`src/rtl/ebrf_pkg.sv`:
```
// ----------------------------------------------------------------------------
// ebrf_pkg
// Shared types and constants of the escaped byte receive fifo.
// ----------------------------------------------------------------------------
`default_nettype none

package ebrf_pkg;

	// field widths
	localparam int unsigned BYTE_W    = 8;
	localparam int unsigned MARK_W    = 9;
	localparam int unsigned REG_IDX_W = 1;

	// default geometry
	localparam int unsigned DEF_FIFO_DEPTH  = 256;
	localparam int unsigned DEF_PURGE_BLOCK = 8;

	// special line bytes
	localparam logic [BYTE_W-1:0] ESC_CHAR  = 8'h5C;
	localparam logic [BYTE_W-1:0] FILL_ZERO = 8'h00;
	localparam logic [BYTE_W-1:0] FILL_ONES = 8'hFF;

	// operation codes
	localparam logic OP_LINE = 1'b0;
	localparam logic OP_POP  = 1'b1;

	// configuration register indexes
	localparam logic [REG_IDX_W-1:0] REG_HIGH_MARK = 1'b0;
	localparam logic [REG_IDX_W-1:0] REG_LOW_MARK  = 1'b1;

	// one result beat
	typedef struct packed {
		logic              stored;
		logic              purged;
		logic              high_event;
		logic              low_event;
		logic              read_valid;
		logic [BYTE_W-1:0] read_byte;
		logic [MARK_W-1:0] fill_level;
	} result_t;

endpackage

`default_nettype wire

```
`src/rtl/ebrf_if.sv`:
```
// ----------------------------------------------------------------------------
// ebrf_req_if / ebrf_rsp_if
// Valid/ready channels for request beats and result beats.
// ----------------------------------------------------------------------------
`default_nettype none

interface ebrf_req_if;
	import ebrf_pkg::*;

	logic              valid;
	logic              ready;
	logic              operation;
	logic [BYTE_W-1:0] line_byte;

	modport source (output valid, output operation, output line_byte, input ready);
	modport sink (input valid, input operation, input line_byte, output ready);
endinterface

interface ebrf_rsp_if;
	import ebrf_pkg::*;

	logic              valid;
	logic              ready;
	logic              stored;
	logic              purged;
	logic              high_event;
	logic              low_event;
	logic              read_valid;
	logic [BYTE_W-1:0] read_byte;
	logic [MARK_W-1:0] fill_level;

	modport source (
		output valid, output stored, output purged, output high_event,
		output low_event, output read_valid, output read_byte,
		output fill_level, input ready
	);
	modport sink (
		input valid, input stored, input purged, input high_event,
		input low_event, input read_valid, input read_byte,
		input fill_level, output ready
	);
endinterface

`default_nettype wire

```
`src/rtl/escaped_byte_receive_fifo.sv`:
```
// A taken request beat passes the stage 1 register and the result queue before its result beat is offered.
// Throughput: one request per cycle while ready is high; pointer, count and flag
// updates finish in the accept cycle, and the byte ram read/write happens on that same edge.
// Ready drops only while three result beats are pending on the result side.
// Reset clears pointers, count, escape and watermark flags and both marks;
// the byte ram is not cleared and needs no clearing pass.
// ----------------------------------------------------------------------------
// escaped_byte_receive_fifo
// Line bytes are unescaped and filler-stripped into a ring buffer held in a
// ram; host pops return the oldest byte. Watermark events with hysteresis.
// ----------------------------------------------------------------------------
`default_nettype none

module escaped_byte_receive_fifo #(
	parameter int unsigned FIFO_DEPTH  = ebrf_pkg::DEF_FIFO_DEPTH,
	parameter int unsigned PURGE_BLOCK = ebrf_pkg::DEF_PURGE_BLOCK
) (
	input  wire logic                           clk,
	input  wire logic                           arst_n,
	input  wire logic                           cfg_we,
	input  wire logic [ebrf_pkg::REG_IDX_W-1:0] cfg_index,
	input  wire logic [ebrf_pkg::MARK_W-1:0]    cfg_data,
	ebrf_req_if.sink                            req,
	ebrf_rsp_if.source                          rsp
);
	import ebrf_pkg::*;

	localparam int unsigned AW   = $clog2(FIFO_DEPTH);
	localparam int unsigned CW   = $clog2(FIFO_DEPTH + 1);
	localparam int unsigned MW   = (CW + 1 > MARK_W) ? CW + 1 : MARK_W;
	localparam int unsigned DROP = (PURGE_BLOCK < FIFO_DEPTH) ? PURGE_BLOCK : FIFO_DEPTH;
	localparam logic [AW:0]   DEPTH_A = (AW + 1)'(FIFO_DEPTH);
	localparam logic [AW:0]   DROP_A  = (AW + 1)'(DROP);
	localparam logic [CW-1:0] DEPTH_C = CW'(FIFO_DEPTH);

	// ring pointer add, sum stays below twice the depth
	function automatic logic [AW-1:0] wrap_add(input logic [AW:0] sum);
		return (sum >= DEPTH_A) ? AW'(sum - DEPTH_A) : AW'(sum);
	endfunction

	logic [MARK_W-1:0] high_mark_q;
	logic [MARK_W-1:0] low_mark_q;
	logic [AW-1:0]     oldest_q;
	logic [CW-1:0]     count_q;
	logic              esc_q;
	logic              hs_q;

	logic [AW-1:0]     oldest_n;
	logic [CW-1:0]     count_n;
	logic              esc_n;
	logic              hs_n;
	logic              hs_mid;
	logic              take;
	logic [MW-1:0]     next_m;
	logic [AW-1:0]     base_o;
	logic [AW:0]       base_c;
	logic [AW:0]       count_a;
	logic [CW+MARK_W-1:0] fill_ext;

	logic              ram_we;
	logic [AW-1:0]     ram_waddr;
	logic              ram_re;
	logic [BYTE_W-1:0] ram_rdata;

	logic              accept;
	result_t           res;
	logic              valid_s1;
	result_t           res_s1;
	result_t           push_data;
	logic [1:0]        q_level;
	logic [2:0]        occupancy;
	logic              q_valid;
	result_t           q_data;

	// configuration registers
	always_ff @(posedge clk or negedge arst_n) begin
		if (!arst_n) begin
			high_mark_q <= '0;
			low_mark_q  <= '0;
		end else if (cfg_we) begin
			case (cfg_index)
				REG_HIGH_MARK: high_mark_q <= cfg_data;
				REG_LOW_MARK:  low_mark_q  <= cfg_data;
				default:       high_mark_q <= high_mark_q;
			endcase
		end
	end

	// accept while fewer than three results are pending
	assign occupancy = {2'b00, valid_s1} + {1'b0, q_level};
	assign req.ready = (occupancy <= 3'd2);
	assign accept    = req.valid && req.ready;

	assign count_a = (AW + 1)'(count_q);

	// step logic: unescape, watermarks, purge, append or pop
	always_comb begin
		oldest_n  = oldest_q;
		count_n   = count_q;
		esc_n     = esc_q;
		hs_n      = hs_q;
		hs_mid    = hs_q;
		take      = 1'b0;
		next_m    = MW'(count_q) + MW'(1);
		base_o    = oldest_q;
		base_c    = count_a;
		ram_we    = 1'b0;
		ram_re    = 1'b0;
		ram_waddr = oldest_q;
		res       = '0;
		if (req.operation == OP_POP) begin
			if (count_q != '0) begin
				ram_re         = 1'b1;
				res.read_valid = 1'b1;
				oldest_n       = wrap_add({1'b0, oldest_q} + (AW + 1)'(1));
				count_n        = count_q - CW'(1);
			end
		end else begin
			if (!esc_q && req.line_byte == ESC_CHAR) begin
				esc_n = 1'b1;
			end else if (esc_q) begin
				esc_n = 1'b0;
				take  = 1'b1;
			end else if (req.line_byte != FILL_ZERO && req.line_byte != FILL_ONES) begin
				take = 1'b1;
			end
			if (take) begin
				// watermarks against the fill before this byte plus one, taken before any purge
				if (high_mark_q != '0 && next_m >= MW'(high_mark_q) && !hs_q) begin
					res.high_event = 1'b1;
					hs_mid         = 1'b1;
				end
				hs_n = hs_mid;
				if (low_mark_q != '0 && next_m <= MW'(low_mark_q) && hs_mid) begin
					res.low_event = 1'b1;
					hs_n          = 1'b0;
				end
				// full ring drops the oldest block first
				if (count_q == DEPTH_C) begin
					base_o     = wrap_add({1'b0, oldest_q} + DROP_A);
					base_c     = DEPTH_A - DROP_A;
					res.purged = 1'b1;
				end
				ram_we     = 1'b1;
				ram_waddr  = wrap_add({1'b0, base_o} + base_c);
				oldest_n   = base_o;
				count_n    = CW'(base_c + (AW + 1)'(1));
				res.stored = 1'b1;
			end
		end
		fill_ext       = {{MARK_W{1'b0}}, count_n};
		res.fill_level = fill_ext[MARK_W-1:0];
		if (!accept) begin
			ram_we = 1'b0;
			ram_re = 1'b0;
		end
	end

	// pointer and flag state
	always_ff @(posedge clk or negedge arst_n) begin
		if (!arst_n) begin
			oldest_q <= '0;
			count_q  <= '0;
			esc_q    <= 1'b0;
			hs_q     <= 1'b0;
		end else if (accept) begin
			oldest_q <= oldest_n;
			count_q  <= count_n;
			esc_q    <= esc_n;
			hs_q     <= hs_n;
		end
	end

	// byte ring; a pop never reads the entry written on the same edge
	ebrf_ram #(
		.WIDTH(BYTE_W),
		.DEPTH(FIFO_DEPTH)
	) u_ram (
		.clk   (clk),
		.we    (ram_we),
		.waddr (ram_waddr),
		.wdata (req.line_byte),
		.re    (ram_re),
		.raddr (oldest_q),
		.rdata (ram_rdata)
	);

	// stage 1 waits for the ram read
	always_ff @(posedge clk or negedge arst_n) begin
		if (!arst_n) begin
			valid_s1 <= 1'b0;
		end else begin
			valid_s1 <= accept;
		end
	end

	always_ff @(posedge clk) begin
		if (accept) begin
			res_s1 <= res;
		end
	end

	// merge the popped byte into the result beat
	always_comb begin
		push_data           = res_s1;
		push_data.read_byte = res_s1.read_valid ? ram_rdata : '0;
	end

	ebrf_outq u_outq (
		.clk       (clk),
		.arst_n    (arst_n),
		.push      (valid_s1),
		.push_data (push_data),
		.pop_ready (rsp.ready),
		.out_valid (q_valid),
		.out_data  (q_data),
		.level     (q_level)
	);

	// result channel
	assign rsp.valid      = q_valid;
	assign rsp.stored     = q_data.stored;
	assign rsp.purged     = q_data.purged;
	assign rsp.high_event = q_data.high_event;
	assign rsp.low_event  = q_data.low_event;
	assign rsp.read_valid = q_data.read_valid;
	assign rsp.read_byte  = q_data.read_byte;
	assign rsp.fill_level = q_data.fill_level;

endmodule

`default_nettype wire

```
`src/rtl/ebrf_ram.sv`:
```
// ----------------------------------------------------------------------------
// ebrf_ram
// Generic single write port, single read port ram with registered read.
// ----------------------------------------------------------------------------
`default_nettype none

module ebrf_ram #(
	parameter int unsigned WIDTH = 8,
	parameter int unsigned DEPTH = 256
) (
	input  wire logic                     clk,
	input  wire logic                     we,
	input  wire logic [$clog2(DEPTH)-1:0] waddr,
	input  wire logic [WIDTH-1:0]         wdata,
	input  wire logic                     re,
	input  wire logic [$clog2(DEPTH)-1:0] raddr,
	output logic      [WIDTH-1:0]         rdata
);

	logic [WIDTH-1:0] mem_q [DEPTH];

	// write port
	always_ff @(posedge clk) begin
		if (we) begin
			mem_q[waddr] <= wdata;
		end
	end

	// registered read, holds when not enabled
	always_ff @(posedge clk) begin
		if (re) begin
			rdata <= mem_q[raddr];
		end
	end

endmodule

`default_nettype wire

```
`src/rtl/ebrf_outq.sv`:
```
// ----------------------------------------------------------------------------
// ebrf_outq
// Three-entry result queue that decouples the result side from the core.
// ----------------------------------------------------------------------------
`default_nettype none

module ebrf_outq (
	input  wire logic              clk,
	input  wire logic              arst_n,
	input  wire logic              push,
	input  wire ebrf_pkg::result_t push_data,
	input  wire logic              pop_ready,
	output logic                   out_valid,
	output ebrf_pkg::result_t      out_data,
	output logic [1:0]             level
);
	import ebrf_pkg::*;

	localparam logic [1:0] LAST = 2'd2;

	result_t    entry_q [3];
	logic [1:0] wr_q;
	logic [1:0] rd_q;
	logic [1:0] cnt_q;
	logic       pop;

	assign out_valid = (cnt_q != 2'd0);
	assign out_data  = entry_q[rd_q];
	assign level     = cnt_q;
	assign pop       = out_valid && pop_ready;

	// entry storage
	always_ff @(posedge clk) begin
		if (push) begin
			entry_q[wr_q] <= push_data;
		end
	end

	// pointers and count
	always_ff @(posedge clk or negedge arst_n) begin
		if (!arst_n) begin
			wr_q  <= 2'd0;
			rd_q  <= 2'd0;
			cnt_q <= 2'd0;
		end else begin
			if (push) begin
				wr_q <= (wr_q == LAST) ? 2'd0 : wr_q + 2'd1;
			end
			if (pop) begin
				rd_q <= (rd_q == LAST) ? 2'd0 : rd_q + 2'd1;
			end
			case ({push, pop})
				2'b10:   cnt_q <= cnt_q + 2'd1;
				2'b01:   cnt_q <= cnt_q - 2'd1;
				default: cnt_q <= cnt_q;
			endcase
		end
	end

endmodule

`default_nettype wire

```
`src/flat_wrapper.sv`:
```
// flat-port wrapper written by rule: the top's interface ports become plain ports
module escaped_byte_receive_fifo_flat import ebrf_pkg::*;
#(
	parameter int unsigned FIFO_DEPTH  = ebrf_pkg::DEF_FIFO_DEPTH,
	parameter int unsigned PURGE_BLOCK = ebrf_pkg::DEF_PURGE_BLOCK
)
  (clk, arst_n, cfg_we, cfg_index, cfg_data, req_valid, req_operation, req_line_byte, req_ready, rsp_valid, rsp_stored, rsp_purged, rsp_high_event, rsp_low_event, rsp_read_valid, rsp_read_byte, rsp_fill_level, rsp_ready);
  ebrf_req_if req_i ();
  ebrf_rsp_if rsp_i ();
  input  wire logic clk;
  input  wire logic arst_n;
  input  wire logic cfg_we;
  input  wire logic [ebrf_pkg::REG_IDX_W-1:0] cfg_index;
  input  wire logic [ebrf_pkg::MARK_W-1:0] cfg_data;
  input wire logic [$bits(req_i.valid)-1:0] req_valid;
  input wire logic [$bits(req_i.operation)-1:0] req_operation;
  input wire logic [$bits(req_i.line_byte)-1:0] req_line_byte;
  output wire logic [$bits(req_i.ready)-1:0] req_ready;
  output wire logic [$bits(rsp_i.valid)-1:0] rsp_valid;
  output wire logic [$bits(rsp_i.stored)-1:0] rsp_stored;
  output wire logic [$bits(rsp_i.purged)-1:0] rsp_purged;
  output wire logic [$bits(rsp_i.high_event)-1:0] rsp_high_event;
  output wire logic [$bits(rsp_i.low_event)-1:0] rsp_low_event;
  output wire logic [$bits(rsp_i.read_valid)-1:0] rsp_read_valid;
  output wire logic [$bits(rsp_i.read_byte)-1:0] rsp_read_byte;
  output wire logic [$bits(rsp_i.fill_level)-1:0] rsp_fill_level;
  input wire logic [$bits(rsp_i.ready)-1:0] rsp_ready;
  assign req_i.valid = req_valid;
  assign req_i.operation = req_operation;
  assign req_i.line_byte = req_line_byte;
  assign req_ready = req_i.ready;
  assign rsp_valid = rsp_i.valid;
  assign rsp_stored = rsp_i.stored;
  assign rsp_purged = rsp_i.purged;
  assign rsp_high_event = rsp_i.high_event;
  assign rsp_low_event = rsp_i.low_event;
  assign rsp_read_valid = rsp_i.read_valid;
  assign rsp_read_byte = rsp_i.read_byte;
  assign rsp_fill_level = rsp_i.fill_level;
  assign rsp_i.ready = rsp_ready;
  escaped_byte_receive_fifo #(.FIFO_DEPTH(FIFO_DEPTH), .PURGE_BLOCK(PURGE_BLOCK)) u_core (.clk(clk), .arst_n(arst_n), .cfg_we(cfg_we), .cfg_index(cfg_index), .cfg_data(cfg_data), .req(req_i), .rsp(rsp_i));
endmodule
```
`config.mk`:
```
export PLATFORM = sky130hd
export DESIGN_NAME = escaped_byte_receive_fifo_flat
export DESIGN_NICKNAME = d
export VERILOG_FILES = /design/src/rtl/ebrf_pkg.sv /design/src/rtl/ebrf_if.sv /design/src/rtl/escaped_byte_receive_fifo.sv /design/src/rtl/ebrf_ram.sv /design/src/rtl/ebrf_outq.sv /design/src/flat_wrapper.sv
export SDC_FILE = /design/constraint.sdc
export NUM_CORES = 2
export LEC_CHECK = 0
export BUFFER_PORTS_ARGS = -buffer_cell sky130_fd_sc_hd__buf_2
export CAP_MARGIN = 20
export CORE_AREA = 2 2 399 401
export DETAILED_ROUTE_END_ITERATION = 6
export DIE_AREA = 0 0 401 403
export GPL_TIMING_DRIVEN = 0
export PLACE_DENSITY = 0.69
export SYNTH_ARGS = -nofsm -noshare
export SYNTH_HDL_FRONTEND = slang
export SYNTH_SLANG_ARGS = --single-unit
export TNS_END_PERCENT = 1
```
`constraint.sdc`:
```
create_clock -name clk -period 9.1 [get_ports clk]
set_input_delay 1.82 -clock clk [delete_from_list [all_inputs] [get_ports clk]]
set_output_delay 1.82 -clock clk [all_outputs]
set_load 0.005 [all_outputs]
```
; ---- Yosys cells after proc, flatten, opt, wreduce, memory -nomap -nowiden
; Memory sizes are Yosys's and may differ from the RTL's. A register that Yosys moved wholly into a read port is not among the register bits.
; Cells that the tools add are included.
; Widths: inputs -> output; s select.
[totals]
reg_bits = 58
ramBits = 2114
inputBits = 24
output_inout_bits = 24
wordCells = 116
memories = 2
[memory_table]
columns = memory, words, width, rd, rd_clocked_by_memory_dff, write_ports, line_no
row1 = u_core.u_ram.mem_q, 256, 8, 1, 1, 1, ebrf_ram.sv:20  ; logic [WIDTH-1:0] mem_q [DEPTH];
row2 = u_core.u_outq.entry_q, 3, 22, 1, 0, 1, ebrf_outq.sv:21  ; result_t entry_q [3];
[op_classes]
add_sub_neg = 14
order_cmp = 6
n_eq_ne = 8
muxes = 44
n_bitwise = 3
reduce_logical = 23
[ops]
columns = cell, n
row1 = $mux 8, 12
row2 = $mux 9, 6
row3 = $ge 9x9->1 const B, 3
row4 = $reduce_bool 9->1, 3
row5 = $sub 8x1->8 const B, 3
row6 = $mux 1, 22
row7 = $add 9x1->10 const B, 1
row8 = $ge 10x9->1, 1
row9 = $le 10x9->1, 1
row10 = $add 8x1->9 const B, 1
row11 = $add 8x4->9 const B, 1
row12 = $add 8x9->9, 1
row13 = $add 9x1->9 const B, 1
row14 = $eq 9x9->1 const B, 1
row15 = $sub 9x1->9 const B, 1
row16 = $eq 8x7->1 const B, 1
row17 = $logic_and 1x1->1, 8
row18 = $ne 8x8->1 const B, 1
row19 = $reduce_bool 8->1, 1
row20 = $add 2x1->2 const B, 3
row21 = $eq 2x2->1 const B, 3
row22 = $reduce_and 2->1, 3
row23 = $reduce_and 3->1, 2
row24 = $reduce_bool 2->1, 3
row25 = other kinds (11), 15

; ---- Depth between registers and ports, before layout
[depth]
depth_word = 13
ltp_mapped = 18
ltp_nobuf = 16

; ---- By module
; Synthesis repeated with hierarchy kept, for this count alone.
[unflattened]
hier_cells = 4291
hier_area_um2 = 85975.0
[modules_own_cells]
columns = mod, instances, cells_each, area_each_um2, seq_area_each_um2
row1 = ebrf_ram, 1, 3733, 79636.4, 61739.2
row2 = escaped_byte_receive_fifo, 1, 392, 3599.7, 1371.3
row3 = ebrf_outq, 1, 166, 2738.9, 2132.0

; ---- Worst setup path before layout
; No wires, ideal clock.
[synth_timing]
path_kind = input-to-reg
startpoint = in req_line_byte[1]
endpoint = mem u_core.u_ram.mem_q[119][0], enable pin
setup_ns = 0.370
arrival_time_ns = 4.293
required_time_ns = 8.730
path_slack_ns = 4.436
stages = 8
n_path_buf = 1
cell_sequence = or4_1 o31ai_1 a21o_2 a21oi_1 o32ai_1 nand4b_1 buf_2 nor2_1
[synth_via]
elab_chain_len = 11
elab_cells_between_ends = 16
classes_between = 2 x eq/ne / 11 x mux / 3 x reduce/logical
[synth_rtl]
columns = item, line_no
row1 = "start, declared", flat_wrapper.sv:17  ; input wire logic [$bits(req_i.line_byte)-1:0] req_line_byte;
row2 = $ne 8x8->1 / $reduce_bool 8->1 (equally long branches), escaped_byte_receive_fifo.sv:124  ; end else if (req.line_byte != FILL_ZERO && req.line_byte != FILL_ONES) begin
row3 = $logic_and 1x1->1, escaped_byte_receive_fifo.sv:124
row4 = $mux 1, escaped_byte_receive_fifo.sv:124
row5 = $mux 1, escaped_byte_receive_fifo.sv:121  ; end else if (esc_q) begin
row6 = $mux 1 (*), escaped_byte_receive_fifo.sv:119  ; if (!esc_q && req.line_byte == ESC_CHAR) begin
row7 = $mux 1 (*), escaped_byte_receive_fifo.sv:111  ; if (req.operation == OP_POP) begin
row8 = $mux 1, escaped_byte_receive_fifo.sv:127  ; if (take) begin
row9 = $mux 1, escaped_byte_receive_fifo.sv:111
row10 = $mux 1, escaped_byte_receive_fifo.sv:153  ; if (!accept) begin
row11 = $mux 1, ebrf_ram.sv:24  ; if (we) begin
row12 = $mux 1 (not written as such), ebrf_ram.sv:25  ; mem_q[waddr] <= wdata;
row13 = "end, declared", ebrf_ram.sv:20
; Every way passes the cells marked *; elsewhere a longest branch is shown, timed or not. The select of a mux whose other input is x is not followed.

; ---- Worst setup path after layout
[layout_timing]
startpoint = reg u_core.oldest_q[1]
endpoint = mem u_core.u_ram.mem_q[119][5], enable pin
[layout_via]
elab_chain_len = 11
elab_cells_between_ends = 13
classes_between = 4 x add/sub / 2 x order compare / 7 x mux
[layout_rtl]
columns = item, line_no
row1 = "start, declared", escaped_byte_receive_fifo.sv:43  ; logic [AW-1:0] oldest_q;
row2 = "start signal, assigned", escaped_byte_receive_fifo.sv:167  ; oldest_q <= oldest_n;
row3 = $add 8x4->9, escaped_byte_receive_fifo.sv:140  ; base_o = wrap_add({1'b0, oldest_q} + DROP_A);
row4 = $sub 8x1->8 / $ge 9x9->1 (equally long branches), escaped_byte_receive_fifo.sv:38  ; return (sum >= DEPTH_A) ? AW'(sum - DEPTH_A) : AW'(sum);
row5 = $mux 8, escaped_byte_receive_fifo.sv:38
row6 = $mux 8, escaped_byte_receive_fifo.sv:139  ; if (count_q == DEPTH_C) begin
row7 = $mux 8, escaped_byte_receive_fifo.sv:127
row8 = $mux 8, escaped_byte_receive_fifo.sv:111
row9 = $add 8x9->9, escaped_byte_receive_fifo.sv:145  ; ram_waddr = wrap_add({1'b0, base_o} + base_c);
row10 = $sub 8x1->8 / $ge 9x9->1 (equally long branches), escaped_byte_receive_fifo.sv:38
row11 = $mux 8, escaped_byte_receive_fifo.sv:38
row12 = $mux 8, escaped_byte_receive_fifo.sv:127
row13 = $mux 8 (*), escaped_byte_receive_fifo.sv:111
; Marked as above.

==> impl_metrics.tcl <==
set metrics [dict create \
    status "completed" \
    grtUsageTotal_pct 35.1 \
    synthCells 3936 \
    num_vias 46500 \
    met2WireLength_mm 123 \
    antenna_found_initial 14 \
    grt_max_degree 169 \
    worst_slew_pin_slew_ns 1.29 \
    ys_warn_count 0 \
    synth_edf_count 2136 \
    fin_nets 4301 \
    cts_buffer_depth 3 \
    clockRootBuffer "clkbuf_16" \
    ant_nets 0 \
    cts_hold_buf 0 \
    drtPass1Iterations 6 \
    vias_per_cell 7.15 \
    timing_worst_setup_path_type "flop to flop" \
    layout_common_cells "2136 x edfxtp_1, 638 x mux4_2, 260 x nor2_1" \
    io_buffer_count 47 \
    period_share_pct 93.4 \
    critPathLaunchType "flop" \
    max_slew_margin_pct 13.4 \
    routed.top_layer "met5" \
    fin_cells 6507 \
    p_per_area_mw_per_mm2 327 \
    netlist_area_mm2 0.0862 \
    yosysUniqueCellTypes 81 \
    start_util_pct 54.7 \
    wl_per_cell_um 43.2 \
    setup_viol_count_final 0 \
    syn-num-nets 3992 \
    core-area_mm2 0.157 \
    cts_buffers 210 \
    grt_overflow_total 0 \
    gp_congestion 1.00 \
    cts_resized 0 \
    post_cts_buffers 0 \
    yosys.area.top_type "edfxtp_1" \
    dpl.hpwl_mm 178 \
    syn2layout_area_growth_pct 12.5 \
    hold_viol 0 \
    routed_wl_mm 281 \
    avgSynthCellArea_um2 21.9 \
    seq_area_frac_synth_pct 75.7 \
    synthTopCellsByArea "edfxtp_1 74%, mux4_2 17%, dfrtp_1 1.3%, nor2_1 1.1%, buf_2 0.46%" \
    path_clk_slew_ns 0.06 \
    ys_async_sr_fraction_pct 2.02 \
    arrival_ns 8.96 \
    min_path_type "flop to flop" \
    die-area_mm2 0.162 \
    synthFlopType "edfxtp_1" \
    m1WireLength_mm 95.7 \
    ioPinCount 48 \
    drv_cap 0 \
    synth_seq_cells 2180 \
    crit_fanout 10 \
    die_w_um 401 \
    ir_drop_v 0.000229 \
    grt_pass1_wl_mm 376 \
    post-route-min-period_ns 8.50 \
    drive_above_1_share_pct 29.3 \
    layout.cells.most_common "edfxtp_1" \
    die_h_um 403 \
    rows 146 \
    leakagePower_nw 30.3 \
    cts_tree "yes" \
    slew_violations 0 \
    met3WireLength_mm 41.9 \
    drtIter0Drc 8526 \
    drc 0 \
    rsz0062_at_grt "false" \
    whs_ns 0.496 \
    first_global_vias 43400 \
    worstSkewPairLatency_ns 0.87 \
    clock_sinks 2180 \
    max_freq_mhz 118 \
    dp_cells 6099 \
    netlist.area_leader.share_pct 74.4 \
    endpoint_kind "flop" \
    finClkSkew_ns 0.0227 \
    htreeDepth 4 \
    worstPathRequired_ns 9.56 \
    fillers 10700 \
]
power by group:
part / internal, W / total, W / switching (W)
clock: 0.00491 / 0.00877 / 0.00385
combinational: 0.00389 / 0.0115 / 0.00758
sequential: 0.0113 / 0.0114 / 0.000125
Yosys cell counts, drive strengths merged, types with 5 or more instances:
cell type	instances
mux2i	40
or3	7
a21o	12
nand4b	5
and3	8
mux4	638
nor2b	7
o21ai	57
edfxtp	2136
inv	35
xor2	5
nand2	103
dfrtp	44
and2	12
a22oi	26
nand4	7
a22o	8
xnor2	24
nor4	6
o22ai	13
nor3	25
nand2b	9
nand3	29
nor2	291
ha	31
a221oi	9
a211oi	6
mux2	17
buf	126
a31oi	5
a21oi	31
clkbuf	99
worst max-delay path, stage by stage (launching register included):
cell,delay (ns)
dfrtp_1,0.53
buf_2,0.32
buf_2,0.53
buf_2,0.81
buf_1,0.83
buf_1,0.70
inv_1,0.19
fa_1,0.48
nor2b_1,0.23
nor2b_1,0.12
or2_2,0.34
a2bb2oi_1,0.16
o32ai_1,0.30
nand4b_1,0.88
buf_2,0.69
nor2_1,0.95
registers in the layout, indices dropped and copies added (netlist names), 2 cells and up:
name                   flops
u_core.u_outq.wr_q         2
u_core.low_mark_q          9
u_core.u_outq.entry_q     66
u_core.push_data          14
u_core.u_ram.mem_q      2048
u_core.high_mark_q         9
u_core.count_a             9
u_core.oldest_q            8
u_core.u_outq.level        2
u_core.u_outq.rd_q         2
u_core.u_ram.rdata         8
final timing paths:
path	slack [ns]	endpoint	cells past startpoint	from
worst max-delay path	0.60	u_core.u_ram.mem_q[119][5]$_DFFE_PP_	15	u_core.oldest_q[1]$_DFFE_PN0P_
worst min-delay path	0.50	u_core.u_outq.entry_q[2][18]$_DFFE_PP_	0	u_core.push_data[18]$_SDFFCE_PP0P_
worst max register to register	0.60	u_core.u_ram.mem_q[119][5]$_DFFE_PP_	15	u_core.oldest_q[1]$_DFFE_PN0P_
worst min register to register	0.50	u_core.u_outq.entry_q[2][18]$_DFFE_PP_	0	u_core.push_data[18]$_SDFFCE_PP0P_
max in group asynchronous	7.77	u_core.u_outq.wr_q[1]$_DFFE_PN0P_	2	arst_n
min in group asynchronous	0.83	u_core.low_mark_q[4]$_DFFE_PN0P_	1	arst_n
cells by family after synthesis:
logic type | Yosys count | share of synthesized area (%)
AND/OR/NAND/NOR | 528 | 3.04
flip-flops | 2180 | 75.7
adder cells (fa/ha/maj) | 33 | 0.485
multiplexers | 695 | 17.4
XOR/XNOR | 29 | 0.303
buffers and inverters | 260 | 1.46
AO/OA/AOI/OAI | 211 | 1.68
metrics by stage:
step / TNS (ns) / worst slack [ns] / instance area, um2 / utilization (%) / power, W
after floorplan: 0 / 4.44 / 86200 / - / 0.0172
after CTS: 0 / 1.02 / 96800 / 61.5 / 0.0312
after detailed placement: 0 / 1.07 / 90000 / 57.2 / 0.0226
after global routing: 0 / 0.811 / 96900 / 61.6 / 0.0319
final: 0 / 0.603 / 97000 / 61.6 / 0.0317
after global placement: -332.69 / -1.06 / 89000 / 56.5 / 0.0224
layout make-up:
cell class	count	area [um2]	area share, %
diodes	15	37.5	0.0387
plain buffers	225	1210	1.25
clock buffers	254	5470	5.64
clock inverters	133	1360	1.40
inverters	35	131	0.135
multi-input cells	1496	19700	20.3
flip-flops and latches	2180	65200	67.3
well taps	2072	2590	2.67
repair buffers	97	1190	1.23
metal layers:
| metal | up-vias | global-route usage [%] |
|---|---|---|
| met4 | 16 | 22.0 |
| met2 | 4144 | 50.2 |
| met5 | - | 0 |
| li1 | 17100 | - |
| met1 | 24300 | 46.0 |
| met3 | 861 | 13.1 |
Note: power is estimated with default switching activity, not from simulation.
